<file path="config.mk">
export PLATFORM = sky130hd
export DESIGN_NAME = itoa_emit_flat
export DESIGN_NICKNAME = d
export VERILOG_FILES = /design/src/sv/itoa_pkg.sv /design/src/sv/itoa_char_if.sv /design/src/sv/itoa_emit.sv /design/src/flat_wrapper.sv
export SDC_FILE = /design/constraint.sdc
export NUM_CORES = 1
export LEC_CHECK = 0
export ABC_AREA = 1
export BUFFER_PORTS_ARGS = -buffer_cell sky130_fd_sc_hd__buf_2
export CAP_MARGIN = 20
export CORE_MARGIN = 3
export CORE_UTILIZATION = 49
export CTS_CLUSTER_DIAMETER = 30
export CTS_CLUSTER_SIZE = 30
export DETAILED_ROUTE_END_ITERATION = 12
export PLACE_DENSITY = 0.91
export SYNTH_ARGS = -nofsm -noshare
export SYNTH_HDL_FRONTEND = slang
export SYNTH_SLANG_ARGS = --single-unit
export TNS_END_PERCENT = 50
</file>
<file path="constraint.sdc">
create_clock -name clk -period 2.74 [get_ports clk]
set_input_delay 0.411 -clock clk [delete_from_list [all_inputs] [get_ports clk]]
set_output_delay 0.411 -clock clk [all_outputs]
set_load 0.005 [all_outputs]
</file>
<file path="src/sv/itoa_pkg.sv">
package itoa_pkg;

    localparam int DEFAULT_VALUE_WIDTH = 64;
    localparam int FIELD_WIDTH = 64;
    localparam int BCD_DIGITS = 20;
    localparam int BCD_WIDTH = 4 * BCD_DIGITS;
    localparam int STEP_BITS = 8;
    localparam int INDEX_WIDTH = 5;
    localparam int CHAR_WIDTH = 7;

    localparam logic [CHAR_WIDTH-1:0] CHAR_ZERO = 7'h30;
    localparam logic [CHAR_WIDTH-1:0] CHAR_UPPER_A = 7'h41;
    localparam logic [CHAR_WIDTH-1:0] CHAR_MINUS = 7'h2D;

    typedef enum logic
    {
        OP_DEC = 1'b0,
        OP_HEX = 1'b1
    } opcode_t;

    typedef struct packed
    {
        logic                   hex;
        logic                   neg;
        logic [FIELD_WIDTH-1:0] bin;
        logic [BCD_WIDTH-1:0]   bcd;
    } itoa_stage_t;

    function automatic logic [CHAR_WIDTH-1:0] nibble_to_char(input logic [3:0] d);
        logic [CHAR_WIDTH-1:0] c;
        if (d >= 4'd10)
        begin
            c = CHAR_UPPER_A + {3'd0, d - 4'd10};
        end
        else
        begin
            c = CHAR_ZERO + {3'd0, d};
        end
        return c;
    endfunction

endpackage

</file>
<file path="src/sv/itoa_char_if.sv">
interface itoa_char_if;
    logic                                valid;
    logic                                ready;
    logic [itoa_pkg::CHAR_WIDTH-1:0]     char_out;
    logic [itoa_pkg::INDEX_WIDTH-1:0]    char_index;
    logic                                last;

    modport source (output valid, output char_out, output char_index, output last, input ready);
    modport sink (input valid, input char_out, input char_index, input last, output ready);
endinterface

</file>
<file path="src/sv/itoa_emit.sv">
module itoa_emit (
    input  logic                  clk,
    input  logic                  rst_n,
    input  logic                  in_valid,
    output logic                  in_ready,
    input  itoa_pkg::itoa_stage_t in_data,
    itoa_char_if.source           text
);

    logic                                   busy_reg;
    logic                                   sign_reg;
    logic [itoa_pkg::BCD_WIDTH-1:0]         buf_reg;
    logic [itoa_pkg::INDEX_WIDTH-1:0]       dp_reg;
    logic [itoa_pkg::INDEX_WIDTH-1:0]       idx_reg;
    logic [itoa_pkg::INDEX_WIDTH-1:0]       nd;
    logic                                   take;

    // digit count: highest non-zero digit, at least one
    always_comb
    begin
        nd = 5'd1;
        for (int d = 0; d < itoa_pkg::BCD_DIGITS; d++)
        begin
            if (in_data.bcd[4*d +: 4] != 4'd0)
            begin
                nd = itoa_pkg::INDEX_WIDTH'(d + 1);
            end
        end
    end

    assign text.valid = busy_reg;
    assign text.char_index = idx_reg;
    assign text.char_out = sign_reg ? itoa_pkg::CHAR_MINUS
                                    : itoa_pkg::nibble_to_char(buf_reg[4*dp_reg +: 4]);
    assign text.last = !sign_reg && (dp_reg == 5'd0);

    assign take = busy_reg && text.ready;
    assign in_ready = !busy_reg || (text.ready && text.last);

    always_ff @(posedge clk or negedge rst_n)
    begin
        if (!rst_n)
        begin
            busy_reg <= 1'b0;
        end
        else if (in_ready)
        begin
            busy_reg <= in_valid;
        end
    end

    always_ff @(posedge clk)
    begin
        if (in_ready && in_valid)
        begin
            buf_reg <= in_data.bcd;
            sign_reg <= in_data.neg;
            dp_reg <= nd - 5'd1;
            idx_reg <= '0;
        end
        else if (take)
        begin
            idx_reg <= idx_reg + 5'd1;
            if (sign_reg)
            begin
                sign_reg <= 1'b0;
            end
            else
            begin
                dp_reg <= dp_reg - 5'd1;
            end
        end
    end

endmodule

</file>
<file path="src/flat_wrapper.sv">
// flat-port wrapper written by rule: the top's interface ports become plain ports
module itoa_emit_flat 
  (clk, rst_n, in_valid, in_ready, in_data, text_valid, text_char_out, text_char_index, text_last, text_ready);
  itoa_char_if text_i ();
  input  logic clk;
  input  logic rst_n;
  input  logic in_valid;
  output logic in_ready;
  input  itoa_pkg::itoa_stage_t in_data;
  output wire logic [$bits(text_i.valid)-1:0] text_valid;
  output wire logic [$bits(text_i.char_out)-1:0] text_char_out;
  output wire logic [$bits(text_i.char_index)-1:0] text_char_index;
  output wire logic [$bits(text_i.last)-1:0] text_last;
  input wire logic [$bits(text_i.ready)-1:0] text_ready;
  assign text_valid = text_i.valid;
  assign text_char_out = text_i.char_out;
  assign text_char_index = text_i.char_index;
  assign text_last = text_i.last;
  assign text_i.ready = text_ready;
  itoa_emit u_core (.clk(clk), .rst_n(rst_n), .in_valid(in_valid), .in_ready(in_ready), .in_data(in_data), .text(text_i));
endmodule
</file>
==> metrics.txt <==
wire length of the first global-routing pass=17100 um; min-delay worst type=in -> reg; root buffer cell=clkbuf_8; grt peak-use layer=met2; Initial Util=51.9%; gpl congestion=0.921; routed via count=3606; critical path class=reg -> out; Synth cell types=47; Post-Syn Area=0.00438 mm^2; # IOs=165; CTS tree=done; H-tree Lvls=3; final worst-path cycle share=115%; initial drt markers=299; share of the yosys chip area belonging to registers=61.9%; drt wl/cell=17.0 um; Die Y=100 um; LEAKAGE=0.00225 uW; CTS buffer count=9; Post-synth ARST share=1.09%; Final WS setup=-0.417 ns; post-synthesis cell count=412; outcome=complete, but fails checks; IO Port Bufs=99; ANT cells=0; MaxCap Viol Count=0; final setup vio count=7; clock buffer depth=2; synthesized net count=567; row count=33; WHS=0.230 ns; clock-pin slew on the worst setup and hold paths=0.09 ns; EDFF count, synth=86; RSZ-0062 raised after global routing=yes; PD cells=560 mW/mm^2; die area=0.0101 mm^2; largest net degree at the start of global routing=38; Max IR drop VDD=370 uV; Routed Wire Length=11100 um; Required @ worst endpoint=2.33 ns; Final Skew=0.00883 ns; share of post-route cells with drive strength above 1=37.3%; die width=100 um; clock sinks=92; synth warn=0; Max transition margin=60.2%; Slew Viols, Final=0; max reg flops=80; Final Util=67.0%; Area Overhead vs Synth=29.1%; clock latency on the worst-skew pair=0.35 ns; vias in the first global route=3655; Antenna Nets Post-Route=0; top_reg_cell synth=edfxtp_1; number of synthesized register bits=92; global routing usage on met1=25.9%; initial antenna violation count=0; DR vias/cell=5.53; hpwl dp=7920 um; element type at the critical path end=primary output; area of the core=0.00842 mm^2; startpoint type of the worst setup path=flip-flop; total track usage=21.9%; final net count=697; endpoints failing hold=0; Period minus WS final=3.16 ns; GR Util met3=5.40%; DRC=0; crit path max fanout=8; failing checks=setup timing; Congestion Overflow GR=0; max frequency=317 MHz; drt first pass iters=6; slew at the pin closest to its max-slew limit=0.592 ns; met2 Use GR=38.6%; CP Data Arrival Time=2.75 ns; Synth Area per Inst=10.6 um^2
## layout make-up
type	instances	area [um^2]
fillers	626	2780
flip-flops and latches	92	2710
multi-input cells	270	1630
repair buffers	132	823
clock buffers	12	155
inverters	37	149
well taps	105	131
clock inverters	4	47.5
## worst max-delay path, stage by stage (launching register included)
cell and delay (ns):
edfxtp_1 0.53, inv_4 0.16, buf_6 0.12, buf_6 0.11
buf_6 0.13, nor2_2 0.04, o22ai_2 0.18, inv_2 0.07
o21ai_4 0.19, inv_2 0.09, buf_6 0.14, ha_4 0.15
inv_2 0.04, or2_4 0.13, nand2_1 0.05, o21ai_1 0.13
buf_2 0.13
## layer usage
metal	part of all wire, %	up-vias	wire, um
met2	52	164	5810
li1	-	1709	-
met3	7.3	30	807
met5	0	-	0
met1	38	1703	4220
met4	2.2	0	240
## cell usage in the layout (no fill, tap or decap), drive strengths merged, types with 6 or more instances in the layout
master,synthesis,final
buf,11,131
clkbuf,2,12
edfxtp,86,86
inv,36,36
nand2,72,72
nand3,9,9
nor2,75,75
nor4,9,9
o21ai,49,49
o221ai,6,6
o22ai,14,14
## final timing paths
path,startpoint,end,depth (start not counted),slack [ns]
hold / removal,in_data[1],u_core.buf_reg[1],1,0.23
setup / recovery,u_core.dp_reg[0],text_char_out[2],16,-0.42
hold reg to reg,u_core.text.char_index[1],u_core.text.char_index[1],2,0.50
min in group asynchronous,rst_n,u_core.text.valid,2,0.36
setup reg to reg,u_core.dp_reg[0],u_core.dp_reg[4],11,0.17
max in group asynchronous,rst_n,u_core.text.valid,2,2.30
## cells in the mapped netlist (2+ instances only)
master	n	area, um^2
a21oi_1	4	20.0
nand4_1	2	12.5
o22ai_1	14	87.6
inv_1	31	116
edfxtp_1	86	2580
xor2_1	4	35.0
o221ai_1	6	52.6
nor2_1	71	267
buf_4	2	15.0
nor3b_1	2	15.0
inv_2	3	11.3
nor3_1	3	15.0
ha_1	5	62.6
nand2_1	68	255
inv_4	2	12.5
o21ai_2	2	17.5
nor2_2	2	12.5
nor4_1	9	56.3
buf_2	4	20.0
nand2_2	2	12.5
dfxtp_1	5	100
nand3_1	7	35.0
o21ai_1	26	130
nand3_2	2	20.0
o21ai_0	21	105
buf_6	5	56.3
o211ai_1	4	30.0
## through the flow
stage          power [uW]  instance area (um^2)  setup WS [ns]  cells  TNS, ns
5_1_grt              3310                  5650         -0.573    652    -3.43
4_1_cts              3070                  5380         -0.415    644    -2.57
3_3_place_gp         2120                  5060        -0.0184    621  -0.0184
3_5_place_dp         2160                  5060        -0.0462    621   -0.145
6_report             3160                  5650         -0.417    652    -2.44
2_1_floorplan        1930                  4380          0.231    412        0
## power by group
part	total, uW	switching (uW)	internal [uW]	leakage (uW)
logic	604	321	283	0.00132
registers	1640	44.9	1590	0.000829
clock network	920	450	469	0.000102
total	3160	816	2340	0.00225
## what timing repair did
action / 4_1_cts / 5_1_grt
hold buffers: 1 / 0
resized for setup: 13 / 54
gates cloned: 2 / 1
buffers inserted: 5 / 7
pin swaps: 17 / 26
hold endpoints to repair: 1 / 0
setup endpoints to repair: 7 / 8
## cells by family after synthesis
kind of cell / share of synthesized area, %
flip-flops: 61.9
buffers and inverters: 5.69
AND/OR/NAND/NOR: 18.3
AO/OA/AOI/OAI: 11.7
adder cells (fa/ha/maj): 1.43
XOR/XNOR: 1.00
Note: power is estimated with default switching activity, not from simulation.
