File: src/sv/itoa_pkg.sv
package itoa_pkg;

    localparam int DEFAULT_VALUE_WIDTH = 64;
    localparam int FIELD_WIDTH = 64;
    localparam int BCD_DIGITS = 20;
    localparam int BCD_WIDTH = 4 * BCD_DIGITS;
    localparam int STEP_BITS = 8;
    localparam int INDEX_WIDTH = 5;
    localparam int CHAR_WIDTH = 7;

    localparam logic [CHAR_WIDTH-1:0] CHAR_ZERO = 7'h30;
    localparam logic [CHAR_WIDTH-1:0] CHAR_UPPER_A = 7'h41;
    localparam logic [CHAR_WIDTH-1:0] CHAR_MINUS = 7'h2D;

    typedef enum logic
    {
        OP_DEC = 1'b0,
        OP_HEX = 1'b1
    } opcode_t;

    typedef struct packed
    {
        logic                   hex;
        logic                   neg;
        logic [FIELD_WIDTH-1:0] bin;
        logic [BCD_WIDTH-1:0]   bcd;
    } itoa_stage_t;

    function automatic logic [CHAR_WIDTH-1:0] nibble_to_char(input logic [3:0] d);
        logic [CHAR_WIDTH-1:0] c;
        if (d >= 4'd10)
        begin
            c = CHAR_UPPER_A + {3'd0, d - 4'd10};
        end
        else
        begin
            c = CHAR_ZERO + {3'd0, d};
        end
        return c;
    endfunction

endpackage

File: src/sv/itoa_dabble_stage.sv
module itoa_dabble_stage (
    input  logic                  clk,
    input  logic                  rst_n,
    input  logic                  in_valid,
    output logic                  in_ready,
    input  itoa_pkg::itoa_stage_t in_data,
    output logic                  out_valid,
    input  logic                  out_ready,
    output itoa_pkg::itoa_stage_t out_data
);

    logic                  valid_reg;
    itoa_pkg::itoa_stage_t data_reg;
    itoa_pkg::itoa_stage_t data_next;

    assign in_ready = !valid_reg || out_ready;

    // shift-add-3 in decimal mode, plain shift in hex mode
    always_comb
    begin
        data_next = in_data;
        for (int s = 0; s < itoa_pkg::STEP_BITS; s++)
        begin
            if (!data_next.hex)
            begin
                for (int d = 0; d < itoa_pkg::BCD_DIGITS; d++)
                begin
                    if (data_next.bcd[4*d +: 4] >= 4'd5)
                    begin
                        data_next.bcd[4*d +: 4] = data_next.bcd[4*d +: 4] + 4'd3;
                    end
                end
            end
            data_next.bcd = {data_next.bcd[itoa_pkg::BCD_WIDTH-2:0],
                             data_next.bin[itoa_pkg::FIELD_WIDTH-1]};
            data_next.bin = {data_next.bin[itoa_pkg::FIELD_WIDTH-2:0], 1'b0};
        end
    end

    always_ff @(posedge clk or negedge rst_n)
    begin
        if (!rst_n)
        begin
            valid_reg <= 1'b0;
        end
        else if (in_ready)
        begin
            valid_reg <= in_valid;
        end
    end

    always_ff @(posedge clk)
    begin
        if (in_ready && in_valid)
        begin
            data_reg <= data_next;
        end
    end

    assign out_valid = valid_reg;
    assign out_data = data_reg;

endmodule

File: config.mk
export PLATFORM = sky130hd
export DESIGN_NAME = itoa_dabble_stage
export DESIGN_NICKNAME = d
export VERILOG_FILES = /design/src/sv/itoa_pkg.sv /design/src/sv/itoa_dabble_stage.sv
export SDC_FILE = /design/constraint.sdc
export NUM_CORES = 1
export LEC_CHECK = 0
export ABC_AREA = 1
export BUFFER_PORTS_ARGS = -buffer_cell sky130_fd_sc_hd__buf_2
export CAP_MARGIN = 20
export CELL_PAD_IN_SITES_DETAIL_PLACEMENT = 1
export CELL_PAD_IN_SITES_GLOBAL_PLACEMENT = 2
export CORE_UTILIZATION = 33
export CTS_CLUSTER_DIAMETER = 40
export CTS_CLUSTER_SIZE = 20
export DETAILED_ROUTE_END_ITERATION = 8
export PLACE_DENSITY = 0.91
export REMOVE_ABC_BUFFERS = 1
export SYNTH_ARGS = -nofsm -noshare
export SYNTH_HDL_FRONTEND = slang
export SYNTH_SLANG_ARGS = --single-unit
File: constraint.sdc
create_clock -name clk -period 10.9 [get_ports clk]
set_input_delay 2.18 -clock clk [delete_from_list [all_inputs] [get_ports clk]]
set_output_delay 2.18 -clock clk [all_outputs]
set_load 0.01 [all_outputs]
==> results of run 1 <==
-- cell families (layout without fill, tap and decap cells) --
group	after synthesis	after routing	synth area share, %
buf+inv	740	981	13.3
xor+xnor	65	65	3.15
flops	139	139	16.9
compound gates	319	319	8.07
other cells	1	10	0.0152
fa+ha+maj	174	174	8.84
simple gates	2584	2584	49.7
mux	1	1	0.0407
-- report_power, final --
part           internal (mW)  switching (mW)  total [mW]
sequential             0.846          0.0567       0.902
clock                  0.323           0.308       0.631
combinational           1.67            3.12        4.79
-- worst paths after layout --
check | from | end | slack, ns | cells after the start
max | in_data[145] | out_data[78]$_DFFE_PP_ | 2.18 | 59
min | out_valid$_DFFE_PN0N_ | out_valid$_DFFE_PN0N_ | 0.59 | 2
max reg2reg | out_valid$_DFFE_PN0N_ | out_data[31]$_DFFE_PP_ | 9.16 | 2
min reg2reg | out_valid$_DFFE_PN0N_ | out_valid$_DFFE_PN0N_ | 0.59 | 2
max in group asynchronous | rst_n | out_valid$_DFFE_PN0N_ | 9.37 | 1
min in group asynchronous | rst_n | out_valid$_DFFE_PN0N_ | 1.45 | 1
-- sequential cells by signal, indices dropped and copies added (netlist names) --
signal,cells
out_data,138
out_valid,1
-- metal layers --
layer | wire (um) | GRT usage (%) | share of wire (%)
met1 | 33700 | 23.7 | 48
met2 | 33800 | 33.4 | 48
met3 | 1700 | 2.10 | 2.4
met4 | 1040 | 4.80 | 1.5
met5 | 0 | 0 | 0
-- cells in the final DEF, fill, tap and decap left out, types with 104 or more instances in the layout --
master,count
inv_1,583
nand3_1,541
o21ai_0,104
nand2_1,1398
ha_1,174
buf_2,288
nand2_2,149
nand3_2,107
nor2_1,149
edfxtp_1,138
-- critical path: cells and delay by family --
family / cells / cell delay (ns)
simple gates: 37 / 3.37
buf+inv: 13 / 1.69
fa+ha+maj: 7 / 1.25
compound gates: 2 / 0.35
-- final cells by class --
class | count | area share (%)
Clock buffer | 17 | 1.56
Antenna cell | 2 | 0.0184
Inverter | 642 | 8.88
Sequential cell | 139 | 15.3
Multi-Input combinational cell | 3151 | 63.3
Clock inverter | 15 | 0.574
Tap cell | 959 | 4.41
Timing Repair Buffer | 307 | 5.97
-- per-stage QoR --
step	instances	hold WS (ns)	setup slack, ns	total power, mW
floorplan	3932	0.609	-4.12	4.64
global placement	5198	0.561	1.76	5.63
detailed placement	5198	0.573	1.61	5.74
CTS	5230	0.596	2.14	6.43
global route	5231	0.680	1.31	7.15
finish	5232	0.593	2.18	6.33
==> results.yml, run 1 <==
drt:
  drc: 10
  ant_nets: 0
  via_per_inst: 4.89
  firstDrtPassIters: 6
  post_drt_wl_per_cell_um: 13.4
  num_vias: 25600
  drt_iter0_drc: 859
  drt_wl_total_um: 70300
logic_synthesis:
  yosys.area.top_type_share_pct: 21.3
  synth_flop_cell: "edfxtp_1"
  yosysMostFrequentCell: "nand2_1"
  synth.distinct_cells: 64
  syn_avg_cell_area_um2: 6.12
  synth_edf_count: 138
  yosysSeqAreaShare_pct: 16.9
  ys_warn_count: 0
  ys_ff_latch: 139
  syn-cell-area_um2: 24600
  synthArstFlopShare_pct: 0.719
  synth.largest_area_cell: "nand2_1"
  synthTopCellsByArea: "nand2_1 (21%), edfxtp_1 (17%), nand3_1 (11%)"
  synth_common_cells: "nand2_1 (1398), inv_1 (583), nand3_1 (541)"
  netlist_instances: 4023
clock_network:
  clkLatencyLatePin_ns: 0.49
  cts_resized: 0
  cts.clk_slew.worst_paths_ns: 0.08
  htreeDepth: 4
  cts_tree: "yes"
  cts_buffers: 17
  hold_buffers: 0
  root_buffer: "clkbuf_16"
  postCtsSetupRepairBufs: 0
  numClockSinks: 139
  clockBufferDepth: 2
worst_setup_path:
  slowest_stage: "inv_8"
  path_class: "in2reg"
  start_kind: "input pin"
  slowest_delay_ns: 0.51
  cp_data_arrival_time_ns: 8.96
  crit_path_frequent_cell: "nand2_1"
  critPathRequiredTime_ns: 11.14
  cp-end-kind: "flip-flop"
  worstPathMaxFanout: 79
sta:
  finalSetupViolations: 0
  tightest_slew_ns: 0.913
  hold_violations: 0
  rsz0062_at_grt: "false"
  fmax_mhz: 115
  fin_crit_ns: 8.72
  worst_clock_skew_ns: 0.0181
  finalCritPeriodShare_pct: 80.0
  slew-limit-headroom_pct: 39.2
  slew_violations: 0
  fin_setup_tns_ns: 0
die:
  start_util_pct: 33.6
  die_width_um: 275
  num_io_pins: 298
  core_area_um2: 73300
  rows: 99
  die_h_um: 275
  dieArea_um2: 75700
global_routing:
  grt-ovfl-total: 0
  grt_antenna_before_repair: 2
  grt_pass1_vias: 25400
  grt_usage_pct: 18.7
  grt_start_max_net_pins: 139
  grt_pass1_wl_um: 118000
status:
  outcome: "finished, violations left"
  violations: "design-rule violations"
placement:
  detailed_place.area_um2: 26600
  portBuffers: 289
  hpwl_um: 56800
  gp_congestion: 0.799
power_and_ir_drop:
  peakVddDrop_mv: 0.0811
  p_leak_nw: 15.3
  power_density_nw_per_um2: 232
layout:
  regArea_um2: 4170
  fillers: 9968
  synthToLayoutAreaGrowth_pct: 10.6
  final_nets: 4582
  multi_input_area_um2: 17200
  drive_above_1_share_pct: 19.1
  post-route-util_pct: 37.1
  final_area_um2: 27200
hold_path:
  hold_path_class: "reg2reg"
flow_run:
  max-cap-violations: 0
No activity file was read; power rests on OpenSTA's default activity.
==> run 2, diff against run 1 <==
- clock period: 10.9 -> 8.18 ns (I/O delays scaled with it)
==> run 2 against run 1 <==
The run still ends with design-rule violations left. Highest routed layer unchanged. Die area stayed put. Routed wire length is 3.4% higher. Critical endpoint is now out_data[46]$_DFFE_PP_. Core utilization is 0.73 points higher. Critical path type unchanged.
==> results.yml, run 2 (synthesis gave the netlist of run 1 again) <==
status:
  outcome: "finished, violations left"
  violations: "design-rule violations"
sta:
  finalSetupViolations: 0
  slew-limit-headroom_pct: 40.7
  finalCritPeriodShare_pct: 91.5
  fin_crit_ns: 7.48
  tightest_slew_ns: 0.889
  worst_clock_skew_ns: 0.0182
  slew_violations: 0
  fmax_mhz: 134
  hold_violations: 0
  fin_setup_tns_ns: 0
power_and_ir_drop:
  total_power_mw: 8.52
  p_leak_nw: 15.5
  peakVddDrop_mv: 0.104
  power_density_nw_per_um2: 307
die:
  core_area_um2: 73300
  num_io_pins: 298
  start_util_pct: 33.6
  dieArea_um2: 75700
  rows: 99
  die_h_um: 275
  die_width_um: 275
worst_setup_path:
  slowest_delay_ns: 0.24
  r2r_start: "out_valid$_DFFE_PN0N_"
  crit_path_frequent_cell: "nand2_1"
  slowest_stage: "xor2_4"
  worstReg2RegEnd: "out_data[102]$_DFFE_PP_"
  path_delay_family: "simple AND/OR/NAND/NOR gates"
  cp_data_arrival_time_ns: 7.72
  worstPathMaxFanout: 4
  crit_cells: 61
  critPathRequiredTime_ns: 8.42
  path_class: "in2reg"
  cp-end-kind: "flip-flop"
  timing.critical_path.buf_inv: 11
  rrSetupSlack_ns: 6.44
  start_kind: "input pin"
  reg2regPathDepth: 2
hold_path:
  hold_path_class: "reg2reg"
  hp-start: "out_valid$_DFFE_PN0N_"
  hold_end: "out_valid$_DFFE_PN0N_"
  worstHoldPathCells: 2
drt:
  ant_nets: 0
  drt_wl_total_um: 72700
  via_per_inst: 4.90
  num_vias: 25800
  drt_iter0_drc: 845
  firstDrtPassIters: 8
  drc: 10
  post_drt_wl_per_cell_um: 13.8
flow_run:
  max-cap-violations: 0
layout:
  final_cell_mix: "nand2_1 (1382), inv_1 (580), nand3_1 (538), buf_2 (287), ha_1 (171)"
  post-route-util_pct: 37.9
  layout_commonest_cell: "nand2_1"
  multi_input_area_um2: 17400
  largest_register_ffs: 138
  finalNonFillerCells: 5270
  final_nets: 4618
  regArea_um2: 4170
  drive_above_1_share_pct: 20.5
  final_area_um2: 27800
  synthToLayoutAreaGrowth_pct: 12.7
  fillers: 9874
global_routing:
  grt_pass1_wl_um: 120000
  grt_start_max_net_pins: 139
  grt_pass1_vias: 25700
  grt_usage_pct: 18.9
  grt_antenna_before_repair: 2
  grt-ovfl-total: 0
clock_network:
  cts_buffers: 17
  hold_buffers: 0
  htreeDepth: 4
  cts_tree: "yes"
  cts.clk_slew.worst_paths_ns: 0.08
  numClockSinks: 139
  root_buffer: "clkbuf_16"
  clockBufferDepth: 2
  clkLatencyLatePin_ns: 0.49
placement:
  portBuffers: 289
  hpwl_um: 58700
  gp_congestion: 0.824
  dp.cells: 5223
  detailed_place.area_um2: 26900
==> run 2: area by class of cell <==
class	count	area share (%)
Antenna cell	4	0.0361
Timing Repair Buffer	342	7.11
Clock inverter	15	0.586
Multi-Input combinational cell	3151	62.6
Clock buffer	17	1.53
Tap cell	959	4.32
Sequential cell	139	15.0
Timing Repair inverter	1	0.0406
Inverter	642	8.78
==> run 2: power breakdown <==
group	leakage [nW]	internal (mW)	total, mW	switching (mW)
clock	0.284	0.454	0.849	0.395
combinational	13.9	2.28	6.49	4.21
sequential	1.33	1.13	1.18	0.0568
total	15.5	3.86	8.52	4.66
==> run 2: repair_timing <==
action	4_1_cts	5_1_grt
gates resized for setup	0	50
buffers inserted	0	9
setup endpoints to repair	0	36
==> run 2: routing by layer <==
metal / vias to the layer above / share of wire (%) / track usage (%)
met5: - / 0 / 0
met3: 37 / 2.6 / 2.30
met2: 243 / 49 / 34.1
li1: 13500 / - / -
met1: 12100 / 48 / 23.7
met4: 0 / 1.2 / 4.43
==> run 2: worst reg2reg max path, delay by kind of cell, from the launching register on <==
family | cells | cell delay [ns]
AO/OA/AOI/OAI | 1 | 0.18
buffers and inverters | 1 | 0.55
flip-flops | 1 | 0.43
==> run 2: worst max-delay path by stage <==
stage	from	end	slack [ns]
after global routing	in_data[4]	out_data[6]$_DFFE_PP_	-0.04
after detailed placement	in_data[145]	out_data[31]$_DFFE_PP_	-0.02
final	in_data[44]	out_data[46]$_DFFE_PP_	0.70
after CTS	in_data[145]	out_data[31]$_DFFE_PP_	0.46
after floorplan	in_data[145]	out_data[27]$_DFFE_PP_	-6.30
after global placement	in_data[145]	out_data[31]$_DFFE_PP_	0.08
==> run 2: stage by stage <==
stage	hold slack [ns]	setup slack (ns)
after floorplan	0.609	-6.30
after CTS	0.608	0.462
after global routing	0.652	-0.0448
final	0.604	0.697
after detailed placement	0.588	-0.0234
after global placement	0.564	0.0813
