===== config.mk =====
export PLATFORM = sky130hd
export DESIGN_NAME = itoa_front_flat
export DESIGN_NICKNAME = d
export VERILOG_FILES = /design/src/sv/itoa_pkg.sv /design/src/sv/itoa_num_if.sv /design/src/sv/itoa_front.sv /design/src/flat_wrapper.sv
export SDC_FILE = /design/constraint.sdc
export NUM_CORES = 1
export LEC_CHECK = 0
export BUFFER_PORTS_ARGS = -buffer_cell sky130_fd_sc_hd__buf_2
export CORE_MARGIN = 2
export CORE_UTILIZATION = 41
export DETAILED_ROUTE_END_ITERATION = 8
export HOLD_SLACK_MARGIN = 0.02
export PLACE_DENSITY = 0.77
export SYNTH_ARGS = -nofsm -noshare
export SYNTH_HDL_FRONTEND = slang
export SYNTH_SLANG_ARGS = --single-unit

===== constraint.sdc =====
create_clock -name clk -period 2.4 [get_ports clk]
set_input_delay 0.36 -clock clk [delete_from_list [all_inputs] [get_ports clk]]
set_output_delay 0.36 -clock clk [all_outputs]
set_load 0.01 [all_outputs]

===== src/sv/itoa_pkg.sv =====
package itoa_pkg;

    localparam int DEFAULT_VALUE_WIDTH = 64;
    localparam int FIELD_WIDTH = 64;
    localparam int BCD_DIGITS = 20;
    localparam int BCD_WIDTH = 4 * BCD_DIGITS;
    localparam int STEP_BITS = 8;
    localparam int INDEX_WIDTH = 5;
    localparam int CHAR_WIDTH = 7;

    localparam logic [CHAR_WIDTH-1:0] CHAR_ZERO = 7'h30;
    localparam logic [CHAR_WIDTH-1:0] CHAR_UPPER_A = 7'h41;
    localparam logic [CHAR_WIDTH-1:0] CHAR_MINUS = 7'h2D;

    typedef enum logic
    {
        OP_DEC = 1'b0,
        OP_HEX = 1'b1
    } opcode_t;

    typedef struct packed
    {
        logic                   hex;
        logic                   neg;
        logic [FIELD_WIDTH-1:0] bin;
        logic [BCD_WIDTH-1:0]   bcd;
    } itoa_stage_t;

    function automatic logic [CHAR_WIDTH-1:0] nibble_to_char(input logic [3:0] d);
        logic [CHAR_WIDTH-1:0] c;
        if (d >= 4'd10)
        begin
            c = CHAR_UPPER_A + {3'd0, d - 4'd10};
        end
        else
        begin
            c = CHAR_ZERO + {3'd0, d};
        end
        return c;
    endfunction

endpackage


===== src/sv/itoa_num_if.sv =====
interface itoa_num_if;
    logic                                valid;
    logic                                ready;
    logic [itoa_pkg::FIELD_WIDTH-1:0]    value;
    logic                                opcode;

    modport source (output valid, output value, output opcode, input ready);
    modport sink (input valid, input value, input opcode, output ready);
endinterface


===== src/sv/itoa_front.sv =====
module itoa_front #(
    parameter int VALUE_WIDTH = itoa_pkg::DEFAULT_VALUE_WIDTH
) (
    input  logic                  clk,
    input  logic                  rst_n,
    itoa_num_if.sink              number,
    output logic                  out_valid,
    input  logic                  out_ready,
    output itoa_pkg::itoa_stage_t out_data
);

    localparam int NSTAGE = (VALUE_WIDTH + itoa_pkg::STEP_BITS - 1) / itoa_pkg::STEP_BITS;
    localparam int PAD = itoa_pkg::FIELD_WIDTH - NSTAGE * itoa_pkg::STEP_BITS;
    localparam logic [itoa_pkg::FIELD_WIDTH-1:0] MASK =
        {itoa_pkg::FIELD_WIDTH{1'b1}} >> (itoa_pkg::FIELD_WIDTH - VALUE_WIDTH);

    logic                  valid_reg;
    itoa_pkg::itoa_stage_t data_reg;
    itoa_pkg::itoa_stage_t data_next;
    logic [itoa_pkg::FIELD_WIDTH-1:0] v;
    logic [itoa_pkg::FIELD_WIDTH-1:0] mag;

    assign number.ready = !valid_reg || out_ready;

    always_comb
    begin
        v = number.value & MASK;
        data_next.hex = (number.opcode == itoa_pkg::OP_HEX);
        data_next.neg = !data_next.hex && v[VALUE_WIDTH-1];
        mag = data_next.neg ? ((~v + 64'd1) & MASK) : v;
        // msb first, leading zero padding up to a whole number of stages
        data_next.bin = mag << PAD;
        data_next.bcd = '0;
    end

    always_ff @(posedge clk or negedge rst_n)
    begin
        if (!rst_n)
        begin
            valid_reg <= 1'b0;
        end
        else if (number.ready)
        begin
            valid_reg <= number.valid;
        end
    end

    always_ff @(posedge clk)
    begin
        if (number.ready && number.valid)
        begin
            data_reg <= data_next;
        end
    end

    assign out_valid = valid_reg;
    assign out_data = data_reg;

endmodule


===== src/flat_wrapper.sv =====
// flat-port wrapper written by rule: the top's interface ports become plain ports
module itoa_front_flat 
#(
    parameter int VALUE_WIDTH = itoa_pkg::DEFAULT_VALUE_WIDTH
)
  (clk, rst_n, out_valid, out_ready, out_data, number_valid, number_value, number_opcode, number_ready);
  itoa_num_if number_i ();
  input  logic clk;
  input  logic rst_n;
  output logic out_valid;
  input  logic out_ready;
  output itoa_pkg::itoa_stage_t out_data;
  input wire logic [$bits(number_i.valid)-1:0] number_valid;
  input wire logic [$bits(number_i.value)-1:0] number_value;
  input wire logic [$bits(number_i.opcode)-1:0] number_opcode;
  output wire logic [$bits(number_i.ready)-1:0] number_ready;
  assign number_i.valid = number_valid;
  assign number_i.value = number_value;
  assign number_i.opcode = number_opcode;
  assign number_ready = number_i.ready;
  itoa_front #(.VALUE_WIDTH(VALUE_WIDTH)) u_core (.clk(clk), .rst_n(rst_n), .number(number_i), .out_valid(out_valid), .out_ready(out_ready), .out_data(out_data));
endmodule

==> flow_summary.toml, run 1 <==
[clocking]
cts_hold_buf = 1
post-cts-setup-buffers = 0
numCtsBuffers = 9
clock_latency_ns = 0.35
cts_max_level = 3
path_clk_slew_ns = 0.07
cts_sinks = 67
tritoncts = "yes"
root_buffer = "clkbuf_8"
ctsLongestPathBuffers = 2
cts_resized = 0

[cells_and_area]
postLayoutCellArea_mm2 = 0.00502
drive_gt1_share_pct = 34.4
area_growth_pct = 22.7
final_cells = 674
fin_nets = 606
insertedDiodeCount = 0

[worst_setup_path]
critPathBufInv = 3
crit_path_frequent_cell = "buf_4"
crit_cells = 8
critPathKind = "in -> reg"
worst_path_max_delay_cell = "or4_1"
crit_path_cell_trace = "buf_2, or4_1, or2_0, buf_4, nor4_4, buf_4, a31oi_1, xor2_1"
reg2reg_slack_ns = 0.95
cp.required_ns = 2.49
cp.arrival_ns = 2.23
crit_family = "simple AND/OR/NAND/NOR gates"
slowest_delay_ns = 0.58
start_kind = "input pin"
rr_worst_depth = 3
end_kind = "flop"
path_max_fanout = 7

[grt]
grt_pass1_wl_um = 14800
track_usage_pct = 17.4
grt_max_degree = 26
grt_pass1_vias = 2917
antenna_found_initial = 0
overflow = 0

[floorplan]
initial_utilization_pct = 42.1
die_h_um = 104
pin_count = 217
dieArea_mm2 = 0.0108
core_area_mm2 = 0.00973
dieWidth_um = 104
floorplan.rows = 36

[synth]
synth_top_family_by_area = "buffers and inverters"
netlist_instances = 374
synth.avg_cell_area_um2 = 10.9
synth_seq_cells = 67
synth-adder-area-share_pct = 0.306
synth-compound-area-share_pct = 8.59
syn_area_mm2 = 0.00409
synth-xor-area-share_pct = 13.1
synth.largest_area_cell = "edfxtp_1"
ys_types = 39
yosys.area_share.simple_pct = 12.7
yosysSeqAreaShare_pct = 49.0
synthArstFlopShare_pct = 1.49
yosys.area.top_type_share_pct = 48.4
synth-edff-count = 66
ys_top_cells_by_area = "edfxtp_1 (48%), buf_4 (15%), xor2_1 (9.0%)"
yosysWarningCount = 0
synth_flop_cell = "edfxtp_1"
yosys-mux-area-fraction_pct = 0

[run]
max-cap-violations = 0

[power_and_ir_drop]
cellPowerDensity_mw_per_mm2 = 560
leakagePower_nw = 2.20
ir_drop_uv = 340

[sta]
setup-tns-final_ns = 0
hold_violations = 0
fmax_mhz = 466
final_max_slew_viol_count = 0
relSlewSlack_pct = 64.4
skew_ns = 0.00771
min_period_ns = 2.15
post-route-worst-setup-slack_ns = 0.254
finalSetupViolations = 0
rsz0062_at_grt = "no"
holdWs_ns = 0.225
tightest_slew_ns = 0.530
finalCritPeriodShare_pct = 89.4

[placement]
io_buffer_count = 136
gp_congestion = 0.858
dp_slack_ns = -0.0930
dpl.hpwl_um = 7520
place_area_mm2 = 0.00483
dp_cells = 657

[routing]
wl_per_cell_um = 14.3
dr.first_iter.drc_count = 217
dr.pass1.iters = 4
vias = 3188
ant_nets = 0
wirelength_um = 9660
drc = 0
drt-vias-per-instance = 4.73

[hold_path]
holdPathStages = 2
hp-class = "in -> reg"

[status]
status = "finished clean"
## Yosys cell counts, types with 7 or more instances
library cell	number
a21oi_1	15
a31oi_1	26
buf_4	80
edfxtp_1	66
nand2_1	8
nand2b_1	7
nor2_1	29
nor3_1	12
nor4_1	9
xnor2_1	19
xor2_1	42
## registers in the layout, indices dropped and copies added, names as in the netlist
register / count
u_core.out_valid: 1
u_core.out_data: 66
## final timing paths
kind	to	start
min reg2reg	u_core.out_valid$_DFFE_PN0N_	u_core.out_valid$_DFFE_PN0N_
max reg2reg	u_core.out_data[130]$_DFFE_PP_	u_core.out_valid$_DFFE_PN0N_
max in group asynchronous	u_core.out_valid$_DFFE_PN0N_	rst_n
min in group asynchronous	u_core.out_valid$_DFFE_PN0N_	rst_n
max	u_core.out_data[142]$_DFFE_PP_	number_value[26]
min	u_core.out_valid$_DFFE_PN0N_	number_valid
## final cells by class
cell class | instances | area, µm²
Clock buffer | 10 | 128
Tap cell | 133 | 166
Fill cell | 886 | 4700
Timing Repair Buffer | 162 | 916
Sequential cell | 67 | 2010
Inverter | 7 | 26.3
Multi-Input combinational cell | 289 | 1730
Clock inverter | 6 | 56.3
## through the flow
| stage | power [mW] | utilization (%) |
|---|---|---|
| finish | 2.82 | 51.6 |
| detailed placement | 1.95 | 49.7 |
| global route | 2.93 | 51.6 |
| CTS | 2.83 | 51.6 |
| global placement | 1.93 | 49.7 |
| floorplan | 1.81 | - |
## where the power goes
part | switching [mW] | internal (mW) | total (mW)
sequential | 0.0208 | 1.40 | 1.42
combinational | 0.314 | 0.190 | 0.505
clock | 0.421 | 0.471 | 0.892
## kinds of logic after synthesis
kind of cell               after synthesis
buffers and inverters                   97
and+or+nand+nor                         91
DFF                                     67
xor gates and xnor gates                61
AOI/OAI and AO/OA                       56
adders and majority gates                1
other                                    1
## layout by cell type (no fill, tap or decap), types with 2 or more instances in the layout
master    Yosys  layout
clkinv_2      0       3
nor2_1       29      29
nor4_4        2       2
nand2b_1      7       6
nor3_1       12      11
nor3_2        1       2
conb_1        1      80
a31oi_1      26      26
buf_12        0       3
xnor2_1      19      19
o21ai_1       3       3
o31ai_1       3       3
a21oi_1      15      15
or3_1         3       3
nor4_1        9       9
nand3_1       5       5
edfxtp_1     66      66
xor2_1       42      42
clkinv_1      1       2
o21ai_0       5       5
nand2_1       8       8
buf_2         2     136
buf_4        80      22
clkbuf_8      0       9
nor4_2        2       2
or4_1         6       6
inv_1         6       6
## routing by layer
metal	up-vias	GRT usage, %	share of wire [%]
li1	1505	-	-
met5	-	0	0
met1	1474	20.8	39
met4	0	5.69	1.8
met3	19	5.08	9.9
met2	190	30.2	49
Note: power is estimated with default switching activity, not from simulation.
==> inputs of run 2 (changes only) <==
- ABC_AREA: default -> 1
- CORE_UTILIZATION: 41 -> 44
- PLACE_DENSITY: 0.77 -> 0.78
==> flow_summary.toml, run 2 <==
[status]
status = "finished clean"

[cells_and_area]
fin_nets = 852
final_common_cell = "nand2_1"
largest_reg_flops = 66
drive_gt1_share_pct = 24.8
n_fill_cell = 1039
final_util_pct = 53.8
area_growth_pct = 18.5
postLayoutCellArea_mm2 = 0.00588
final_cells = 927
insertedDiodeCount = 0
layout_common_cells = "nand2_1 (182), buf_2 (136), nor2_1 (97)"

[sta]
holdWs_ns = 0.233
skew_ns = 0.00829
min_period_ns = 1.64
hold_violations = 0
rsz0062_at_grt = "no"
fmax_mhz = 611
post-route-worst-setup-slack_ns = 0.764
final_max_slew_viol_count = 0
setup-tns-final_ns = 0
finalSetupViolations = 0
finalCritPeriodShare_pct = 68.2

[power_and_ir_drop]
power.total_mw = 3.52
cellPowerDensity_mw_per_mm2 = 599
leakagePower_nw = 2.74
comb_power_share_pct = 18.5
ir_drop_uv = 346
p_sw_uw = 968
power_frac_clock_pct = 41.2
p_int_mw = 2.56
p_sw_share_pct = 27.5
pwr-share-seq_pct = 40.4

[hold_path]
hp-class = "in -> reg"

[worst_setup_path]
cp.required_ns = 2.48
cp.arrival_ns = 1.71
crit_cells = 9
crit_path_frequent_cell = "nand2_1"
end_kind = "flop"
endpoint = "u_core.out_data[110]$_DFFE_PP_"
worst_path_max_delay_cell = "o21ai_4"
start_kind = "input pin"
rr_endpoint = "u_core.out_data[122]$_DFFE_PP_"
r2r_start = "u_core.out_valid$_DFFE_PN0N_"
critPathBufInv = 2
reg2reg_slack_ns = 1.10
crit_family = "simple AND/OR/NAND/NOR gates"
startpoint = "number_value[1]"
crit_path_cell_trace = "buf_2, inv_1, ha_1, nand3_4, nor2_1, nand2_1, o21ai_4, nand2_1, xor2_1"
slowest_delay_ns = 0.33
rr_worst_depth = 2
critPathKind = "in -> reg"
path_max_fanout = 10

[floorplan]
dieWidth_um = 110
floorplan.rows = 38
die_h_um = 110
initial_utilization_pct = 45.4
core_area_mm2 = 0.0109
dieArea_mm2 = 0.0121
pin_count = 217

[routing]
wl_per_cell_um = 14.4
wirelength_um = 13400
dr.pass1.iters = 5
ant_nets = 0
dr.first_iter.drc_count = 313
drt-vias-per-instance = 4.80
drc = 0
vias = 4454

[clocking]
tritoncts = "yes"
cts_max_level = 3
path_clk_slew_ns = 0.06
ctsLongestPathBuffers = 2
cts_sinks = 67
numCtsBuffers = 9
clock_latency_ns = 0.33
root_buffer = "clkbuf_16"

[placement]
io_buffer_count = 136
dpl.hpwl_um = 10600
dp_slack_ns = 0.436
place_area_mm2 = 0.00554
gp_congestion = 0.953
dp_cells = 910

[grt]
overflow = 0
grt_pass1_wl_um = 19800
antenna_found_initial = 0
track_usage_pct = 21.8
grt_max_degree = 67
grt_pass1_vias = 3962

[synth]
synth_seq_cells = 67
synthArstFlopShare_pct = 1.49
synth_commonest_cells = "nand2_1 (182), nor2_1 (97), buf_4 (83)"
synth.avg_cell_area_um2 = 7.80
yosysSeqAreaShare_pct = 40.5
netlist_instances = 636
synth.largest_area_cell = "edfxtp_1"
syn_area_mm2 = 0.00496
yosysMostFrequentCell = "nand2_1"
yosys.area.top_type_share_pct = 39.9
synth_flop_cell = "edfxtp_1"
synth-edff-count = 66
ys_top_cells_by_area = "edfxtp_1 (40%), nand2_1 (14%), buf_4 (13%)"
yosysWarningCount = 0
ys_types = 30

[run]
max-cap-violations = 0
[run 2: cell count changes in the layout (fill, tap and decap cells not counted), sizes merged, moves of 9 or more]
cell	change
o21ai	+14
xor2	-26
nor2	+82
nor3	-13
nand4	+19
nor4	-13
nand2	+180
nand3	+41
inv	+46
a21oi	-9
buf	-19
a31oi	-25
[run 2: worst register-to-register path, delay by kind of cell, from the launching register on]
kind | cells | cell delay, ns
AO/OA/AOI/OAI | 1 | 0.18
flip-flops | 1 | 0.42
buffers and inverters | 1 | 0.33
[run 2: worst min path at each step]
| stage | startpoint | end | slack (ns) | depth (start not counted) |
|---|---|---|---|---|
| after floorplan | rst_n | u_core.out_valid$_DFFE_PN0N_ | 0.06 | 0 |
| after global placement | rst_n | u_core.out_valid$_DFFE_PN0N_ | 0.14 | 1 |
| after detailed placement | rst_n | u_core.out_valid$_DFFE_PN0N_ | 0.14 | 1 |
| after CTS | number_value[0] | u_core.out_data[80]$_DFFE_PP_ | 0.23 | 1 |
| after global routing | number_value[0] | u_core.out_data[80]$_DFFE_PP_ | 0.23 | 1 |
| final | number_value[0] | u_core.out_data[80]$_DFFE_PP_ | 0.23 | 1 |
[run 2: logic make-up after synthesis]
| kind of cell | count (synthesis) | share of synthesized area [%] |
|---|---|---|
| other | 1 | 0.0756 |
| DFF | 67 | 40.5 |
| and+or+nand+nor | 367 | 32.2 |
| AOI/OAI and AO/OA | 29 | 4.46 |
| buffers and inverters | 139 | 16.9 |
| adders and majority gates | 1 | 0.252 |
| xor gates and xnor gates | 32 | 5.65 |
[run 2: final cells by class]
class	instances	area, µm²	area share [%]
clock inverters	6	88.8	1.51
repair buffers	143	748	12.7
clock buffers	10	239	4.07
flip-flops and latches	67	2010	34.1
multi-input cells	509	2420	41.3
well taps	140	175	2.98
inverters	52	195	3.32
[run 2: what timing repair did]
| action | in CTS | in global routing |
|---|---|---|
| setup endpoints to repair | 0 | 0 |
| hold buffers | 1 | 0 |
| hold endpoints to repair | 1 | 0 |
| buffers inserted | 0 | 0 |
| gates resized for setup | 0 | 0 |
[run 2: per-layer routing]
layer  vias up  global-route usage, %  wire length [µm]
li1       2187                      -                 -
met1      2013                   26.8              5440
met2       231                   37.0              6270
met3        23                   5.76              1300
met4         0                   7.77               354
met5         -                      0                 0
[run 2: power groups by stage]
stage / clock [mW] / sequential [mW] / combinational, mW
final: 1.45 / 1.42 / 0.650
after global routing: 1.51 / 1.43 / 0.721
after CTS: 1.46 / 1.42 / 0.645
after detailed placement: 0 / 1.45 / 0.641
after global placement: 0 / 1.45 / 0.630
after floorplan: 0 / 1.50 / 0.436
